File: src/hdl/nnc_ram.sv
// Generic single-port-write, single-read synchronous RAM with registered read.
// No dependencies.
module nnc_ram #(
  parameter int Width = 8,
  parameter int Depth = 256
) (
  input  logic                     clk,
  input  logic                     we,
  input  logic [$clog2(Depth)-1:0] waddr,
  input  logic [Width-1:0]         wdata,
  input  logic [$clog2(Depth)-1:0] raddr,
  output logic [Width-1:0]         rdata
);
  logic [Width-1:0] mem [Depth];
  always_ff @(posedge clk) begin
    if (we) mem[waddr] <= wdata;
    rdata <= mem[raddr];
  end
endmodule

File: config.mk
export PLATFORM = sky130hd
export DESIGN_NAME = nnc_ram
export DESIGN_NICKNAME = d
export VERILOG_FILES = /design/src/hdl/nnc_ram.sv
export SDC_FILE = /design/constraint.sdc
export NUM_CORES = 2
export LEC_CHECK = 0
export BUFFER_PORTS_ARGS = -buffer_cell sky130_fd_sc_hd__buf_4
export CORE_MARGIN = 2
export CORE_UTILIZATION = 41
export DETAILED_ROUTE_END_ITERATION = 12
export GPL_ROUTABILITY_DRIVEN = 0
export SLEW_MARGIN = 20
export SYNTH_ARGS = -nofsm -noshare
export SYNTH_HDL_FRONTEND = slang
export SYNTH_SLANG_ARGS = --single-unit
File: constraint.sdc
create_clock -name clk -period 2.47 [get_ports clk]
set_clock_uncertainty 0.2 [all_clocks]
set_input_delay 0.247 -clock clk [delete_from_list [all_inputs] [get_ports clk]]
set_output_delay 0.247 -clock clk [all_outputs]
set_load 0.01 [all_outputs]
==> reports/metrics.yaml <==
yosysMostFrequentCell: "edfxtp_1"
htree_levels: 4
final_area_mm2: 0.09581
initial_core_util_pct: 41.31
wl_per_cell_um: 28.00
grt_pass1_wl_um: 293800
port_buffers: 33
power.internal_mw: 58.36
synth.distinct_cells: 55
clock.fmax_mhz: 413.0
p_leak_nw: 31.14
p_seq_share_pct: 51.9
post-cts-setup-buffers: 0
ys_top_cells_by_count: "edfxtp_1 (2,048), mux4_2 (454), nor2_1 (282)"
path_max_fanout: 1
crit_start: "mem[128][1]"
post-place-ws_ps: -1193
nets: 4545
min_period_ps: 2422
clockPowerShare_pct: 42.4
chipWidth_um: 444.5
synth_largest_area_cell: "edfxtp_1"
drive_above_1_share_pct: 34.08
setup_viol: 0
startpoint_type: "flop"
power_density_mw_per_mm2: 774.9
first_pass_iters: 5
final_util_pct: 49.75
fin_crit_sh_pct: 98.04
numCtsBuffers: 203
hold_viol_final: 0
grt_overflow_total: 0
async_flop_share_pct: 0
worstPathRequired_ps: 2990
ys_seq_elements: 2056
core_area_mm2: 0.1926
cts_buffer_depth: 3
place_area_mm2: 0.08836
wirelength_um: 202300
syn_nets: 3759
ys_seq_area_share_pct: 77.50
synthFlopType: "edfxtp_1"
worst_slew_pin_slew_ps: 1058
p_sw_share_pct: 21.40
antenna_left: 0
vias_per_cell: 5.683
outcome: "finished, final reports clean"
grt_max_degree: 93
maxCapViolCount: 0
min_from: "waddr[5]"
irDropWorstVdd_mv: 0.6094
grt_usage_pct: 20.45
r2r_start: "mem[128][1]"
io_pins: 34
rows: 161
dpl.hpwl_um: 133000
syn2layout_area_growth_pct: 20.43
total_power_mw: 74.25
cts_tree: "yes"
clk-insertion-delay-late_ps: 880
crit_arrival_ps: 2940
synth_edf_count: 2048
root_buffer: "clkbuf_16"
syn_area_per_cell_um2: 21.31
path_clk_slew_ps: 60
crit_type: "flop to flop"
chipHeight_um: 444.5
yosysTopAreaCellShare_pct: 77.30
setup_slack_ps: 48.45
synth.area.top_cells: "edfxtp_1 (77%), mux4_2 (13%), mux2i_1 (1.7%), nor2_1 (1.3%), a22oi_1 (1.3%)"
ys_warn_count: 0
hold_class: "input pin to flop"
first_global_vias: 41410
synth_cells: 3733
cts.sinks: 2056
antenna_found_initial: 8
num_vias: 41050
endpoint_kind: "flop"
slew_viol_final: 0
p_sw_mw: 15.89
relSlewSlack_pct: 29.18
drtIter0Drc: 4451
drc: 0
die_area_mm2: 0.1976
pwr-share-comb_pct: 5.6
nFillCells: 15420
syn-cell-area_mm2: 0.07956
==> kinds of logic (layout without fill, tap and decap cells) <==
kind of cell	after synthesis	after routing	synth area share (%)
simple gates	466	466	2.628
compound gates	385	385	3.419
flops	2056	2056	77.50
buf+inv	235	1194	1.831
other cells	0	5	0
mux	591	591	14.62
==> through the flow <==
stage	hold WS [ps]	setup TNS, ps	std cells
floorplan	145.9	0	3733
global placement	426.6	-7710	6814
detailed placement	434.0	-7125	6814
CTS	0.04557	-29.38	7221
global route	59.05	-16.94	7221
finish	45.75	0	7223
==> cells in the final DEF (no fill, tap or decap), types with 50 or more instances in the layout <==
cell	count
mux2i_1	134
a21oi_1	95
buf_12	81
buf_4	694
clkbuf_16	203
edfxtp_1	2048
clkbuf_1	50
nor2_1	275
mux4_2	455
a22oi_1	131
==> flip-flops by register name (all words and copies together) (netlist names) <==
register and flops:
mem 2048, rdata 8
==> what timing repair did <==
action / 4_1_cts / 5_1_grt
pin swaps: 5 / 14
hold buffers: 29 / 0
resized for setup: 25 / 30
setup endpoints to repair: 8 / 10
hold endpoints to repair: 2487 / 0
cloned: 0 / 0
==> worst max-delay path, stage by stage (launching register included) <==
cell and delay [ps]:
edfxtp_1 390, mux4_2 520, mux4_2 490, nor2_2 130
a2111oi_1 80, nor3_2 370, nor4_1 100
==> routing by layer <==
layer  track usage (%)  up-vias  share of wire (%)  routed length [um]
li1                  -    17280                  -                   -
met1             29.11    22010                 42               85420
met2             32.90     1482                 49               99050
met3             3.097      281                6.3               12820
met4             5.906        0                2.5                4966
met5                 0        -                  0                   0
==> final timing paths <==
kind | depth (start not counted) | slack [ps] | to
max | 6 | 50 | rdata[1]
min | 5 | 50 | mem[12][6]
max reg2reg | 6 | 50 | rdata[1]
min reg2reg | 6 | 860 | rdata[5]
==> layout make-up <==
| cell class | count | area, um^2 | share of cell area [%] |
|---|---|---|---|
| antenna | 5 | 12.51 | 0.01306 |
| timing repair buffer | 814 | 7273 | 7.591 |
| multi-input combinational | 1442 | 16840 | 17.58 |
| clock inverter | 123 | 1562 | 1.630 |
| clock buffer | 255 | 5295 | 5.527 |
| sequential | 2056 | 61660 | 64.36 |
| inverter | 2 | 7.507 | 0.007836 |
| tap | 2526 | 3161 | 3.299 |
==> power groups by stage <==
stage / clock network [mW] / registers, mW / logic (mW)
2_1_floorplan: 0 / 39.2 / 1.87
3_5_place_dp: 0 / 39.3 / 4.11
5_1_grt: 33.3 / 38.5 / 4.44
6_report: 31.5 / 38.5 / 4.19
4_1_cts: 32.0 / 38.5 / 4.19
3_3_place_gp: 0 / 39.3 / 4.07
Power figures use the tool's default switching activity.
