<file path="config.mk">
export PLATFORM = sky130hd
export DESIGN_NAME = nnc_dist
export DESIGN_NICKNAME = d
export VERILOG_FILES = /design/src/hdl/nnc_pkg.sv /design/src/hdl/nnc_dist.sv
export SDC_FILE = /design/constraint.sdc
export NUM_CORES = 1
export LEC_CHECK = 0
export ABC_AREA = 1
export BUFFER_PORTS_ARGS = -buffer_cell sky130_fd_sc_hd__buf_4
export CAP_MARGIN = 5
export CORE_UTILIZATION = 40
export CTS_BUF_LIST = sky130_fd_sc_hd__clkbuf_8
export DETAILED_ROUTE_END_ITERATION = 10
export SYNTH_ARGS = -nofsm -noshare
export SYNTH_HDL_FRONTEND = slang
export SYNTH_SLANG_ARGS = --single-unit
</file>
<file path="constraint.sdc">
create_clock -name clk -period 7.7 [get_ports clk]
set_clock_uncertainty 0.05 [all_clocks]
set_input_delay 1.54 -clock clk [delete_from_list [all_inputs] [get_ports clk]]
set_output_delay 1.54 -clock clk [all_outputs]
set_load 0.01 [all_outputs]
</file>
<file path="src/hdl/nnc_pkg.sv">
// Package for the nearest-neighbour n-best classifier.
// Holds sizes, derived widths and the controller state type; no dependencies.
package nnc_pkg;
  localparam int MaxSamples = 4096;
  localparam int Features   = 225;
  localparam int NbestMax   = 16;
  localparam int MaxClasses = 1024;

  localparam int SampleW = $clog2(MaxSamples);
  localparam int FeatW   = 8;
  localparam int FidxW   = 8;
  localparam int ClassW  = $clog2(MaxClasses);
  localparam int StoreDepth = MaxSamples * Features;
  localparam int StoreAw = $clog2(StoreDepth);
  localparam int QAw     = $clog2(Features);
  localparam int SlotW   = $clog2(NbestMax);
  localparam int DistW   = 25;
  localparam int CountW  = SampleW + 1;
  localparam int BestW   = 5;

  localparam logic [DistW-1:0]  DistEmpty = '1;
  localparam logic [ClassW:0]   ClassNone = '1;

  localparam logic          KindLoad  = 1'b0;
  localparam logic          KindQuery = 1'b1;
  localparam logic [0:0]    RegBest   = 1'b0;
  localparam logic [0:0]    RegSamples = 1'b1;

  typedef enum logic [2:0] {
    ST_IDLE, ST_CLEAR, ST_SCAN, ST_LOOK, ST_BUBBLE, ST_EMIT
  } state_t;
endpackage

</file>
<file path="src/hdl/nnc_dist.sv">
// Distance accumulator: squares one feature difference per cycle while en is high and sums.
// Depends on nnc_pkg.
module nnc_dist (
  input  logic                       clk,
  input  logic                       clear,
  input  logic                       en,
  input  logic [nnc_pkg::FeatW-1:0]  a,
  input  logic [nnc_pkg::FeatW-1:0]  b,
  output logic [nnc_pkg::DistW-1:0]  sum
);
  logic signed [nnc_pkg::FeatW:0] diff;
  logic [2*nnc_pkg::FeatW-1:0] sq;
  always_comb begin
    diff = $signed({1'b0, a}) - $signed({1'b0, b});
    sq = (2*nnc_pkg::FeatW)'(diff * diff);
  end
  always_ff @(posedge clk) begin
    if (clear) sum <= '0;
    else if (en) sum <= sum + nnc_pkg::DistW'(sq);
  end
endmodule

</file>
==> flow_summary.ini <==
[finish]
layout.nets = 1010
fillerInstances = 1142
top_register = sum
register_area_sq_um = 500
largest_reg_flops = 25
top_regs = sum x25
stdcell_count = 1048
multi_input_area_sq_mm = 0.00437
diodes = 0
area_growth_pct = 37.2
drive_gt1_share_pct = 30.5

[grt]
grt_max_degree = 36
grt_pass1_wl_um = 21200
antenna_found_initial = 0
globalRouteOverflowTotal = 0
grt_pass1_vias = 4978
track_usage_pct = 20.1

[logic_synthesis]
syn_area_sq_mm = 0.00499
ys_warn_count = 0
yosysMostFrequentCell = nand2_1
synth_top_area_share_pct = 20.5
avgSynthCellArea_sq_um = 6.70
synth_area_leaders = fa_1, ha_1, nand2_1
synth_area_leader_cell = fa_1
ys_async_sr_fraction_pct = 0
syn_inst = 745
synth_fp_nets = 874
synth-seq-cells = 25
ys.flop_type = dfxtp_1
synth_top_cells_by_count = nand2_1, inv_1, nor2_1, ha_1, fa_1
yosysUniqueCellTypes = 37
yosysSeqAreaShare_pct = 10.0
synth_edf_count = 0

[outcome]
outcome = finished clean

[sta]
setup_viol = 0
hold_violations = 0
tightest_slew_ns = 0.375
timing.slew.headroom_pct = 75.0
hold_slack_ns = 0.491
fin_crit_sh_pct = 99.3
rsz0062_at_grt = yes
final_max_slew_viol_count = 0
min_period_ns = 7.64
fmax_mhz = 131

[placement]
place.gp.congestion = 0.917
io_buffers = 43
dpl.cell_count = 1035
hpwl_um = 10400

[clock_tree]
holdBufCountCts = 0
clockBufferDepth = 2
cts_inserted_buffers = 3
cts_sinks = 25
htree_levels = 1
cts_tree = built
clock_latency_ns = 0.28
cts_root_buffer = clkbuf_8
cts.clk_slew.worst_paths_ns = 0.09

[routing]
drt_iter0_drc = 104
drcViolationCount = 0
post_drt_wl_per_cell_um = 12.0
routed_wl_um = 12600
vias = 4888
firstDrtPassIters = 4
drtAntennaViolNets = 0
routed_via_density = 4.66

[worst_hold_path]
hold_class = flop to flop

[floorplanning]
die_h_um = 114
rows = 40
dieArea_sq_mm = 0.0129
start_util_pct = 41.4
core_sq_mm = 0.0121
ios = 44
die_w_um = 114

[worst_setup_path]
critical_path_peak_fanout = 7
critPathSlowestCell = fa_1
crit_path_frequent_cell = inv_1
worstSetupStartpointType = input port
r2r_setup_slack_ns = 5.70
cp_slowest_stage_delay_ns = 0.58
critPathRequiredTime_ns = 7.84
endpoint_kind = flop
cp_data_arrival_time_ns = 7.78
critical_path_class = input port to flop

[job]
drv_cap = 0
==> layout by cell type, fill, tap and decap left out, types with 3 or more instances in the layout <==
| cell | instances |
|---|---|
| nand2_1 | 158 |
| inv_1 | 154 |
| buf_4 | 135 |
| nor2_1 | 80 |
| fa_1 | 48 |
| nand3_1 | 43 |
| ha_1 | 37 |
| dfxtp_1 | 25 |
| ha_4 | 22 |
| nand2_2 | 21 |
| xor2_1 | 15 |
| a21oi_1 | 14 |
| nor2_2 | 14 |
| inv_2 | 12 |
| a21oi_2 | 11 |
| o21ai_0 | 10 |
| nand4_1 | 9 |
| nor2_4 | 9 |
| nand3_2 | 7 |
| nand2_4 | 6 |
| a21o_1 | 6 |
| o21ai_2 | 4 |
| o21bai_1 | 3 |
| nand3b_1 | 3 |
| fa_2 | 3 |
| clkbuf_8 | 3 |
| buf_6 | 3 |
==> final cells by class <==
class,instances,share of cell area [%]
Multi-Input combinational cell,542,63.9
Timing Repair Buffer,139,15.6
Inverter,170,9.47
Tap cell,168,3.07
Clock buffer,3,0.603
Clock inverter,1,0.0731
Sequential cell,25,7.31
==> routing by layer <==
metal | track usage (%) | vias to the layer above | share of wire, %
met4 | 6.05 | 0 | 1.8
met2 | 39.0 | 53 | 54
met3 | 0.956 | 15 | 1.4
met5 | 0 | - | 0
met1 | 23.6 | 2288 | 42
li1 | - | 2532 | -
==> metrics by stage <==
| step | setup TNS [ns] | setup WS, ns | instance area (sq um) | util (%) |
|---|---|---|---|---|
| detailed placement | -4.36 | -0.456 | 6250 | 51.8 |
| global route | -1.89 | -0.282 | 6850 | 56.8 |
| global placement | -3.26 | -0.386 | 6250 | 51.8 |
| floorplan | 0 | 0.00353 | 5080 | - |
| finish | 0 | 0.0556 | 6850 | 56.8 |
| CTS | 0 | 0.000610 | 6320 | 52.4 |
==> critical path, delay by kind of cell <==
| family | cells | cell delay, ns |
|---|---|---|
| AOI/OAI and AO/OA | 3 | 0.55 |
| and+or+nand+nor | 15 | 1.44 |
| buffers and inverters | 11 | 0.80 |
| adders and majority gates | 9 | 3.43 |
==> cell families (layout without fill, tap and decap cells) <==
| kind of cell | after synthesis | count (layout) | synth area share, % |
|---|---|---|---|
| and+or+nand+nor | 356 | 356 | 30.6 |
| AOI/OAI and AO/OA | 55 | 55 | 6.52 |
| adders and majority gates | 110 | 110 | 35.3 |
| buffers and inverters | 178 | 313 | 13.4 |
| DFF | 25 | 25 | 10.0 |
| xor gates and xnor gates | 21 | 21 | 4.14 |
==> final timing paths <==
kind | startpoint | endpoint | depth (start not counted)
worst max-delay path | a[0] | sum[21]$_SDFFE_PP0P_ | 38
worst min-delay path | sum[21]$_SDFFE_PP0P_ | sum[21]$_SDFFE_PP0P_ | 3
worst max register to register | sum[0]$_SDFFE_PP0P_ | sum[14]$_SDFFE_PP0P_ | 11
worst min register to register | sum[21]$_SDFFE_PP0P_ | sum[21]$_SDFFE_PP0P_ | 3
==> timing repair <==
item / CTS / global route
setup endpoints to repair: 9 / 16
pin swaps: 6 / 70
setup buffers: 0 / 9
gates resized for setup: 6 / 97
Power is left out: the tool's default activity adds up to more than one toggle a clock period on the data nets, which glitch-free logic cannot reach.
